$ cat src/hdl/ccb_pkg.sv
package ccb_pkg;

  localparam int NUM_ANTENNAS = 8;
  localparam int NUM_PAIRS    = NUM_ANTENNAS * (NUM_ANTENNAS - 1) / 2;
  localparam int ANT_W        = 4;
  localparam int PAIR_W       = 5;
  localparam int FRAC_BITS    = 4;
  localparam int TREE_GROUP   = 4;
  localparam int NUM_GROUPS   = (NUM_PAIRS + TREE_GROUP - 1) / TREE_GROUP;
  localparam int DIV_STEP     = 4;

  localparam logic [ANT_W-1:0] ACTIVE_MIN   = ANT_W'(2);
  localparam logic [ANT_W-1:0] ACTIVE_RESET = ANT_W'(NUM_ANTENNAS);

  typedef struct packed {
    logic valid;
    logic neg;
  } ccb_tag_t;

  function automatic logic [ANT_W-1:0] clamp_active(input logic [ANT_W-1:0] n);
    logic [ANT_W-1:0] c;
    c = n;
    if (n < ACTIVE_MIN) c = ACTIVE_MIN;
    if (n > ACTIVE_RESET) c = ACTIVE_RESET;
    return c;
  endfunction

  // n * (n - 1) / 2 for a clamped antenna count
  function automatic logic [PAIR_W-1:0] pair_count(input logic [ANT_W-1:0] n);
    logic [PAIR_W-1:0] p;
    case (n)
      4'd2:    p = 5'd1;
      4'd3:    p = 5'd3;
      4'd4:    p = 5'd6;
      4'd5:    p = 5'd10;
      4'd6:    p = 5'd15;
      4'd7:    p = 5'd21;
      default: p = 5'd28;
    endcase
    return p;
  endfunction

endpackage

$ cat src/hdl/ccb_div.sv
module ccb_div #(
  parameter int MAG_W = 27,
  parameter int DIV_W = 5
) (
  input  logic              clk,
  input  logic              rst,
  input  logic              en,
  input  logic [MAG_W-1:0]  dividend,
  input  logic [DIV_W-1:0]  divisor,
  input  ccb_pkg::ccb_tag_t tag_in,
  output logic [MAG_W-1:0]  quotient,
  output ccb_pkg::ccb_tag_t tag_out
);
  import ccb_pkg::*;

  localparam int NSTG  = (MAG_W + DIV_STEP - 1) / DIV_STEP;
  localparam int PAD_W = NSTG * DIV_STEP;

  logic [DIV_W-1:0] rem_q    [NSTG];
  logic [PAD_W-1:0] quo_q    [NSTG];
  logic [PAD_W-1:0] num_q    [NSTG-1];
  ccb_tag_t         tag_q    [NSTG];
  logic [DIV_W-1:0] rem_next [NSTG];
  logic [PAD_W-1:0] quo_next [NSTG];
  logic [PAD_W-1:0] num_next [NSTG-1];

  // Long division, DIV_STEP quotient bits per stage, MSB first
  for (genvar s = 0; s < NSTG; s++) begin : g_stage
    logic [DIV_W-1:0] rem_in;
    logic [DIV_W-1:0] rem_out;
    logic [PAD_W-1:0] num_in;
    logic [PAD_W-1:0] num_out;
    logic [PAD_W-1:0] quo_in;
    logic [PAD_W-1:0] quo_out;

    if (s == 0) begin : g_head
      assign rem_in = '0;
      assign num_in = PAD_W'(dividend);
      assign quo_in = '0;
    end else begin : g_body
      assign rem_in = rem_q[s-1];
      assign num_in = num_q[s-1];
      assign quo_in = quo_q[s-1];
    end

    always_comb begin
      logic [DIV_W:0] part;
      rem_out = rem_in;
      num_out = num_in;
      quo_out = quo_in;
      for (int b = 0; b < DIV_STEP; b++) begin
        part    = {rem_out, num_out[PAD_W-1]};
        num_out = {num_out[PAD_W-2:0], 1'b0};
        if (part >= {1'b0, divisor}) begin
          part    = part - {1'b0, divisor};
          quo_out = {quo_out[PAD_W-2:0], 1'b1};
        end else begin
          quo_out = {quo_out[PAD_W-2:0], 1'b0};
        end
        rem_out = part[DIV_W-1:0];
      end
    end

    assign rem_next[s] = rem_out;
    assign quo_next[s] = quo_out;
    if (s < NSTG - 1) begin : g_pass
      assign num_next[s] = num_out;
    end
  end

  always_ff @(posedge clk) begin
    if (rst) begin
      for (int s = 0; s < NSTG; s++) tag_q[s] <= '0;
    end else if (en) begin
      tag_q[0] <= tag_in;
      for (int s = 1; s < NSTG; s++) tag_q[s] <= tag_q[s-1];
    end
  end

  always_ff @(posedge clk) begin
    if (en) begin
      for (int s = 0; s < NSTG; s++) begin
        rem_q[s] <= rem_next[s];
        quo_q[s] <= quo_next[s];
      end
      for (int s = 0; s < NSTG - 1; s++) num_q[s] <= num_next[s];
    end
  end

  assign quotient = quo_q[NSTG-1][MAG_W-1:0];
  assign tag_out  = tag_q[NSTG-1];

  a_rem_below_divisor: assert property (@(posedge clk) disable iff (rst)
    tag_out.valid |-> rem_q[NSTG-1] < divisor)
    else $error("division remainder not below divisor");

endmodule

$ cat config.mk
export PLATFORM = sky130hd
export DESIGN_NAME = ccb_div
export DESIGN_NICKNAME = d
export VERILOG_FILES = /design/src/hdl/ccb_pkg.sv /design/src/hdl/ccb_div.sv
export SDC_FILE = /design/constraint.sdc
export NUM_CORES = 1
export LEC_CHECK = 0
export ABC_AREA = 1
export BUFFER_PORTS_ARGS = -buffer_cell sky130_fd_sc_hd__clkbuf_2
export CORE_MARGIN = 10
export CORE_UTILIZATION = 35
export DETAILED_ROUTE_END_ITERATION = 7
export GPL_ROUTABILITY_DRIVEN = 0
export PLACE_DENSITY = 0.54
export SYNTH_ARGS = -nofsm -noshare
export SYNTH_HDL_FRONTEND = slang
export SYNTH_SLANG_ARGS = --single-unit
$ cat constraint.sdc
create_clock -name clk -period 14.6 [get_ports clk]
set_input_delay 1.46 -clock clk [delete_from_list [all_inputs] [get_ports clk]]
set_output_delay 1.46 -clock clk [all_outputs]
set_load 0.005 [all_outputs]
==> reports/results.ini <==
[job]
drv.max_cap_violation_count = 0

[logic_synthesis]
synth.yosys.seq_area_share_pct = 48.2
xor_xnor_cell_area_share_of_the_yosys_netlist_pct = 3.80
synth_compound_gate_area_share_pct = 5.95
synth_largest_area_cell = sky130_fd_sc_hd__edfxtp_1
synth-warning-count = 0
synth_cell_type_count = 45
postSynth.topFlopCell = sky130_fd_sc_hd__edfxtp_1
synthesis.nets = 1657
synth_mux_area_share_pct = 0
netlist_instances = 1457
post_synth_instance_area_um2 = 14500
synth-adder-area-share_pct = 15.4
async_flop_share_pct = 0
synth.top_cells.by_area = sky130_fd_sc_hd__edfxtp_1 (48%), sky130_fd_sc_hd__ha_1 (12%), sky130_fd_sc_hd__nand2_1 (9.4%)
synth_top_family_by_area = simple AND/OR/NAND/NOR gates
synth-simple-area-share_pct = 21.0
number_of_synthesized_flops_with_an_enable_pin = 233
netlist.area_leader.share_pct = 48.2
syn_avg_cell_area_um2 = 9.97
synth.ff_latch_count = 233

[sta]
finalCriticalPeriod_ns = 7.65
final_min_period_over_clock_period_pct = 52.4
finalSetupViolCount = 0
setup_total_negative_slack_ns = 0
maxSlewHeadroom_pct = 40.9
rsz0062_at_grt = false
timing.final.max_slew_violations = 0
timing.final.hold_violations = 0
worst_pin_slew_ns = 0.887
fin_skew_ns = 0.00848
timing.fmax_mhz = 131

[clocking]
cts-resized-gates = 0
root_buffer = sky130_fd_sc_hd__clkbuf_16
cts_max_path_buffers = 3
h-tree-depth = 1
tritoncts = done
cts_buffers = 28
clk-insertion-delay-late_ns = 0.55
post_cts_setup_buffers = 0
cts.sink_count = 233
cts_hold_repair.buffers = 0
clk_pin_slew_ns = 0.06

[worst_setup_path]
cp_max_fo = 16
launching_element_type_of_the_critical_path = input pin
crit_path_frequent_cell = sky130_fd_sc_hd__nand2_1
critical_path_class = in -> reg
crit_path_top_delay_cell = sky130_fd_sc_hd__inv_1
worst-endpoint-arrival_ns = 7.96
endpoint_kind = flip-flop
worst_path_largest_cell_delay_ns = 0.56
startpoint = divisor[3]
critical_path_data_required_time_ns = 14.91
rr_startpoint = num_q[1][23]

[finish]
area_growth_syn_to_layout_pct = 13.3
commonest_cells_after_routing_fill_and_taps_aside = sky130_fd_sc_hd__nand2_1 (363), sky130_fd_sc_hd__edfxtp_1 (233), sky130_fd_sc_hd__inv_1 (203)
layout-drive-gt1-share_pct = 13.8
fillerInstances = 4008
finish.instance_area_um2 = 16500
fin_cells = 2110
insertedDiodeCount = 0
num-nets-final = 1759
mostFrequentLayoutCell = sky130_fd_sc_hd__nand2_1

[global_routing]
grt_antenna_before_repair = 0
global_route.usage.total_pct = 11.3
first_pass_grt_wire_length_mm = 47.5
grt_remaining_overflow = 0
grt_pass1_vias = 9760
grt_max_degree = 92

[floorplan]
design.die.area_um2 = 50100
die_w_um = 224
initial_core_util_pct = 35.5
die_ht_um = 224
area_of_the_placeable_core_um2 = 40900
floorplan.rows = 74
ioPinCount = 66

[route]
detail_route.wl_per_cell_um = 13.3
drt_first_pass_iters = 5
post-route-drc-count = 0
vias = 9747
count_of_routing_violations_after_the_opening_detailed_route_iteration = 508
route.detailed.vias_per_inst = 4.62
antenna_left = 0
wl_mm = 28.1

[status]
outcome = finished clean

[place]
post-place-cells = 2061
dpl-instance-area_um2 = 15600
io_buffer_count = 65
dp.final_hpwl_mm = 19.8

[min_path]
holdCritStartpoint = quo_q[3][1]
hold_path.class = reg -> reg

[worst paths after layout]
check | slack (ns) | cells past startpoint | end
worst min-delay path | 0.41 | 0 | quo_q[4][5]
worst min register to register | 0.41 | 0 | quo_q[4][5]
worst max-delay path | 6.95 | 30 | rem_q[2][1]
worst max register to register | 8.39 | 28 | rem_q[2][1]
[worst max-delay path, delay by kind of cell]
family	cells	cell delay [ns]
compound gates	8	2.12
fa+ha+maj	4	1.65
simple gates	13	1.49
buf+inv	5	1.23
[cells by family after synthesis]
group | Yosys count
flops | 233
compound gates | 147
fa+ha+maj | 163
xor+xnor | 63
simple gates | 628
buf+inv | 223
[flip-flops by register name, summed over array words and instances (netlist names)]
register	flops
num_q	84
quo_q	105
rem_q	30
tag_q	14
[metal layers]
layer / GRT usage, % / routed length (um) / up-vias
met5: 0 / 0 / -
met2: 19.3 / 13400 / 127
met4: 2.86 / 576 / 0
met1: 14.4 / 13200 / 4475
li1: - / - / 5108
met3: 2.14 / 1010 / 37
[layout make-up]
cell class | instances | area, um2 | share of cell area, %
Tap cell | 532 | 666 | 4.04
Timing Repair Buffer | 73 | 395 | 2.40
Sequential cell | 233 | 7000 | 42.5
Multi-Input combinational cell | 1001 | 6700 | 40.7
Inverter | 222 | 833 | 5.06
Clock buffer | 36 | 752 | 4.57
Clock inverter | 13 | 123 | 0.745
[Yosys cell counts, drive strengths merged (2+ instances only)]
cell type  instances
a211oi             2
a21boi             4
a21o               3
a21oi             54
a221oi             2
a311oi             2
a41oi              2
edfxtp           233
fa                26
ha               137
inv              221
nand2            380
nand3            128
nand3b             9
nand4              4
nor2              92
nor3               7
o21a               4
o21ai             68
o21bai             4
or2                7
xnor2             20
xor2              43
[metrics by stage]
step / hold slack (ns) / utilization, % / worst slack, ns
6_report: 0.409 / 40.2 / 6.95
3_3_place_gp: 0.403 / 38.1 / 6.38
2_1_floorplan: 0.400 / - / 7.18
5_1_grt: 0.411 / 40.2 / 6.29
3_5_place_dp: 0.405 / 38.1 / 6.33
4_1_cts: 0.410 / 40.2 / 6.89
Power is left out: the tool's default activity adds up to more than one toggle a clock period on the data nets, which glitch-free logic cannot reach.
