**config.mk**
```make
export PLATFORM = sky130hd
export DESIGN_NAME = ccb_sqrt
export DESIGN_NICKNAME = d
export VERILOG_FILES = /design/src/hdl/ccb_pkg.sv /design/src/hdl/ccb_sqrt.sv
export SDC_FILE = /design/constraint.sdc
export NUM_CORES = 1
export LEC_CHECK = 0
export ABC_AREA = 1
export BUFFER_PORTS_ARGS = -buffer_cell sky130_fd_sc_hd__buf_2
export CAP_MARGIN = 10
export CORE_UTILIZATION = 50
export DETAILED_ROUTE_END_ITERATION = 16
export GPL_TIMING_DRIVEN = 0
export HOLD_SLACK_MARGIN = 0.05
export PLACE_DENSITY = 0.66
export SLEW_MARGIN = 20
export SYNTH_ARGS = -nofsm -noshare
export SYNTH_HDL_FRONTEND = slang
export SYNTH_SLANG_ARGS = --single-unit
```
**constraint.sdc**
```tcl
create_clock -name clk -period 3.98 [get_ports clk]
set_input_delay 0.398 -clock clk [delete_from_list [all_inputs] [get_ports clk]]
set_output_delay 0.398 -clock clk [all_outputs]
set_load 0.005 [all_outputs]
```
**src/hdl/ccb_pkg.sv**
```systemverilog
package ccb_pkg;

  localparam int NUM_ANTENNAS = 8;
  localparam int NUM_PAIRS    = NUM_ANTENNAS * (NUM_ANTENNAS - 1) / 2;
  localparam int ANT_W        = 4;
  localparam int PAIR_W       = 5;
  localparam int FRAC_BITS    = 4;
  localparam int TREE_GROUP   = 4;
  localparam int NUM_GROUPS   = (NUM_PAIRS + TREE_GROUP - 1) / TREE_GROUP;
  localparam int DIV_STEP     = 4;

  localparam logic [ANT_W-1:0] ACTIVE_MIN   = ANT_W'(2);
  localparam logic [ANT_W-1:0] ACTIVE_RESET = ANT_W'(NUM_ANTENNAS);

  typedef struct packed {
    logic valid;
    logic neg;
  } ccb_tag_t;

  function automatic logic [ANT_W-1:0] clamp_active(input logic [ANT_W-1:0] n);
    logic [ANT_W-1:0] c;
    c = n;
    if (n < ACTIVE_MIN) c = ACTIVE_MIN;
    if (n > ACTIVE_RESET) c = ACTIVE_RESET;
    return c;
  endfunction

  // n * (n - 1) / 2 for a clamped antenna count
  function automatic logic [PAIR_W-1:0] pair_count(input logic [ANT_W-1:0] n);
    logic [PAIR_W-1:0] p;
    case (n)
      4'd2:    p = 5'd1;
      4'd3:    p = 5'd3;
      4'd4:    p = 5'd6;
      4'd5:    p = 5'd10;
      4'd6:    p = 5'd15;
      4'd7:    p = 5'd21;
      default: p = 5'd28;
    endcase
    return p;
  endfunction

endpackage

```
**src/hdl/ccb_sqrt.sv**
```systemverilog
module ccb_sqrt #(
  parameter int ROOT_W = 16
) (
  input  logic                clk,
  input  logic                rst,
  input  logic                en,
  input  logic [2*ROOT_W-1:0] radicand,
  input  ccb_pkg::ccb_tag_t   tag_in,
  output logic [ROOT_W-1:0]   root,
  output ccb_pkg::ccb_tag_t   tag_out
);
  import ccb_pkg::*;

  localparam int RAD_W = 2 * ROOT_W;
  localparam int REM_W = ROOT_W + 2;
  localparam int T_W   = REM_W + 2;

  logic [REM_W-1:0]  rem_q     [ROOT_W];
  logic [ROOT_W-1:0] root_q    [ROOT_W];
  logic [RAD_W-1:0]  rad_q     [ROOT_W-1];
  ccb_tag_t          tag_q     [ROOT_W];
  logic [REM_W-1:0]  rem_next  [ROOT_W];
  logic [ROOT_W-1:0] root_next [ROOT_W];
  logic [RAD_W-1:0]  rad_next  [ROOT_W-1];

  // Restoring square root, one root bit per stage
  for (genvar s = 0; s < ROOT_W; s++) begin : g_stage
    logic [REM_W-1:0]  rem_in;
    logic [ROOT_W-1:0] root_in;
    logic [RAD_W-1:0]  rad_in;
    logic [T_W-1:0]    work;
    logic [T_W-1:0]    trial;

    if (s == 0) begin : g_head
      assign rem_in  = '0;
      assign root_in = '0;
      assign rad_in  = radicand;
    end else begin : g_body
      assign rem_in  = rem_q[s-1];
      assign root_in = root_q[s-1];
      assign rad_in  = rad_q[s-1];
    end

    assign trial = T_W'({root_in, 2'b01});

    always_comb begin
      work = {rem_in, rad_in[RAD_W-1:RAD_W-2]};
      if (work >= trial) begin
        work         = work - trial;
        root_next[s] = {root_in[ROOT_W-2:0], 1'b1};
      end else begin
        root_next[s] = {root_in[ROOT_W-2:0], 1'b0};
      end
      rem_next[s] = work[REM_W-1:0];
    end

    if (s < ROOT_W - 1) begin : g_pass
      assign rad_next[s] = {rad_in[RAD_W-3:0], 2'b00};
    end
  end

  always_ff @(posedge clk) begin
    if (rst) begin
      for (int s = 0; s < ROOT_W; s++) tag_q[s] <= '0;
    end else if (en) begin
      tag_q[0] <= tag_in;
      for (int s = 1; s < ROOT_W; s++) tag_q[s] <= tag_q[s-1];
    end
  end

  always_ff @(posedge clk) begin
    if (en) begin
      for (int s = 0; s < ROOT_W; s++) begin
        rem_q[s]  <= rem_next[s];
        root_q[s] <= root_next[s];
      end
      for (int s = 0; s < ROOT_W - 1; s++) rad_q[s] <= rad_next[s];
    end
  end

  assign root    = root_q[ROOT_W-1];
  assign tag_out = tag_q[ROOT_W-1];

  a_rem_bound: assert property (@(posedge clk) disable iff (rst)
    tag_out.valid |-> rem_q[ROOT_W-1] <= REM_W'({root, 1'b0}))
    else $error("square root remainder exceeds twice the root");

endmodule

```
==> results.sh <==
export IMPL_end_kind="register"
export IMPL_cellLeakagePower_nw=16.1
export IMPL_ctsResizeCount=0
export IMPL_synth_mux_area_frac=0
export IMPL_grt_max_degree=107
export IMPL_period_share=0.630
export IMPL_synth_top_family_by_area="simple AND/OR/NAND/NOR gates"
export IMPL_postCtsSetupBuffers=0
export IMPL_synth_xor_area_share=0.0265
export IMPL_cts_root_buffer="clkbuf_16"
export IMPL_start_util=0.509
export IMPL_synth_cells=3353
export IMPL_cts_path_max_buffers=3
export IMPL_whs_ps=116
export IMPL_critPathLaunchType="input port"
export IMPL_routed_wl_um=65600
export IMPL_io_buffers=54
export IMPL_antenna_found_initial=0
export IMPL_syn_num_nets=3543
export IMPL_hold_class="input port to register"
export IMPL_cts_tree="built"
export IMPL_slew_violations=0
export IMPL_timing_fmax_mhz=399
export IMPL_grt_usage=0.195
export IMPL_syn_avg_cell_area_um2=10.1
export IMPL_synth_adder_area_share=0.0568
export IMPL_viasPerCell=5.04
export IMPL_drc_errors=0
export IMPL_syn_to_final_growth_pct=13.1
export IMPL_antenna_left=0
export IMPL_io_pins=55
export IMPL_cts_inserted_buffers=73
export IMPL_fin_crit_ps=2510
export IMPL_routedWlPerCell_um=14.8
export IMPL_worst_clock_skew_ps=36.0
export IMPL_maxCapViolations=0
export IMPL_die_area_um2=68500
export IMPL_setup_worst_path_start="en"
export IMPL_syn_area_um2=33700
export IMPL_grt_pass1_vias=21076
export IMPL_hold_buffers=35
export IMPL_slew_headroom=0.501
export IMPL_synth_compound_area_share=0.0630
export IMPL_crit_end="rem_q[1][49]"
export IMPL_clock_insertion_delay_worst_skew_ps=630
export IMPL_hold_path_cell_count=2
export IMPL_htree_levels=3
export IMPL_grt_overflow=0
export IMPL_vdd_ir_drop_max_v=0.000400
export IMPL_p_per_area_nw_per_um2=493
export IMPL_diodes=0
export IMPL_total_power_mw=18.8
export IMPL_rr_worst_depth=11
export IMPL_hpwl_um=48700
export IMPL_rsz0062_at_grt="false"
export IMPL_yosysWarnings=0
export IMPL_crit_required_ps=4210
export IMPL_critical_path_class="input port to register"
export IMPL_ys_types=52
export IMPL_routed_via_count=22400
export IMPL_cp_arrival_ps=2740
export IMPL_die_w_um=262
export IMPL_worst_pin_slew_ps=749
export IMPL_drive_gt1_frac=0.114
export IMPL_grt_pass1_wl_um=106000
export IMPL_setup_violations=0
export IMPL_yosys_area_share_simple=0.201
export IMPL_ys_seq_area_frac=0.586
export IMPL_clkSinkCount=658
export IMPL_clk_pin_slew_ps=60
export IMPL_rows=94
export IMPL_nets=3714
export IMPL_final_hold_viol_count=0
export IMPL_reg2reg_to="rem_q[1][118]"
export IMPL_fp_dieH_um=262
export IMPL_drt_iter0_drc=1755
export IMPL_outcome="finished, final reports clean"
export IMPL_core_area_um2=66200
export IMPL_critPathMaxFanout=106
export IMPL_rr_startpoint="rem_q[1][103]"
export IMPL_ff2ff_setup_slack_ps=1490
export IMPL_first_pass_iters=5
export IMPL_yosys_register_bits=658
export IMPL_gp_congestion=0.903
==> where the power goes <==
group / total (mW) / switching (mW) / internal [mW]
Sequential: 8.86 / 0.391 / 8.47
Clock: 6.87 / 2.79 / 4.08
Combinational: 3.06 / 1.93 / 1.13
Total: 18.8 / 5.12 / 13.7
==> sequential cells by signal (all words and copies together) (netlist names) <==
name	flops
tag_q	32
rem_q	250
rad_q	240
root_q	136
==> how the worst min path moves through the flow <==
stage	from	end	slack, ps
2_1_floorplan	rad_q[0][68]	rad_q[0][100]	400
3_3_place_gp	rad_q[0][207]	rad_q[0][239]	400
3_5_place_dp	rad_q[0][80]	rad_q[0][112]	400
4_1_cts	rst	tag_q[1][4]	70
5_1_grt	rst	tag_q[1][4]	90
6_report	rst	tag_q[1][4]	120
==> placed cells by master (no fill, tap or decap), types with 5 or more instances in the layout <==
master | netlist | routed
a21oi_2 | 50 | 50
bufinv_16 | 0 | 10
buf_16 | 0 | 7
nand4_1 | 46 | 46
nand3_2 | 6 | 6
or2_2 | 9 | 9
clkinv_1 | 0 | 12
nand2_4 | 5 | 5
o21ai_2 | 61 | 61
nor2_4 | 8 | 8
dlygate4sd3_1 | 0 | 35
clkinv_2 | 0 | 10
o21ai_0 | 78 | 78
nand2_1 | 870 | 870
nor2_2 | 11 | 11
a21oi_1 | 114 | 114
ha_1 | 153 | 153
edfxtp_1 | 658 | 658
clkbuf_1 | 3 | 11
nand2_2 | 32 | 32
o21bai_1 | 6 | 6
nor3_1 | 29 | 29
nand3b_1 | 31 | 31
xnor2_1 | 54 | 54
inv_2 | 13 | 13
inv_1 | 503 | 503
buf_6 | 14 | 14
clkbuf_16 | 0 | 73
buf_2 | 4 | 57
buf_4 | 5 | 5
xor2_1 | 48 | 48
nand3_1 | 194 | 194
clkinvlp_4 | 0 | 7
o21ai_1 | 7 | 7
nor2_1 | 296 | 296
==> stage by stage <==
stage	TNS [ps]	instances	setup slack, ps	util	cell area (um^2)
2_1_floorplan	0	3353	2050	-	33700
3_3_place_gp	-4640190	4271	-7880	0.529	35100
3_5_place_dp	0	4278	816	0.533	35300
4_1_cts	0	4443	1460	0.576	38100
5_1_grt	0	4443	1280	0.576	38100
6_report	0	4443	1470	0.576	38100
==> routing by layer <==
metal	vias to the layer above	global-route usage	routed length [um]
li1	11529	-	-
met4	0	0.0536	1200
met2	453	0.306	29700
met1	10320	0.281	31400
met3	98	0.0302	3300
met5	-	0	0
==> Yosys cell counts, drive strengths merged <==
library cell / number / area, um^2
xnor2: 54 / 473
nand4: 47 / 300
nor2: 316 / 1290
buf: 27 / 280
nand2b: 1 / 6.26
o21bai: 6 / 45.0
a21o: 2 / 15.0
a21oi: 165 / 1020
conb: 1 / 3.75
inv: 520 / 1960
edfxtp: 658 / 19800
nand3b: 31 / 233
a21boi: 3 / 26.3
nor3: 31 / 165
nor4: 5 / 46.3
o21a: 4 / 30.0
ha: 153 / 1910
nand3: 202 / 1070
or2: 12 / 75.1
nor2b: 1 / 6.26
and2: 4 / 25.0
o211ai: 3 / 22.5
clkbuf: 3 / 11.3
o21ai: 146 / 960
nor3b: 3 / 27.5
nand2: 907 / 3520
xor2: 48 / 420
==> cells by family after synthesis <==
logic type,after synthesis
fa+ha+maj,153
compound gates,329
other cells,1
simple gates,1560
xor+xnor,102
flops,658
buf+inv,550
==> critical path: stages <==
cell and delay, ps:
buf_8 270, buf_16 440, buf_16 320, buf_16 310
buf_16 330, buf_16 420
==> layout make-up <==
cell class	count	area [um^2]
Clock buffer	81	1860
Clock inverter	49	643
Timing Repair Buffer	96	823
Sequential cell	658	19800
Inverter	520	1960
Multi-Input combinational cell	2145	11700
Buffer	30	292
Fill cell	5597	28100
Tap cell	864	1080
No activity file was read; power rests on OpenSTA's default activity.
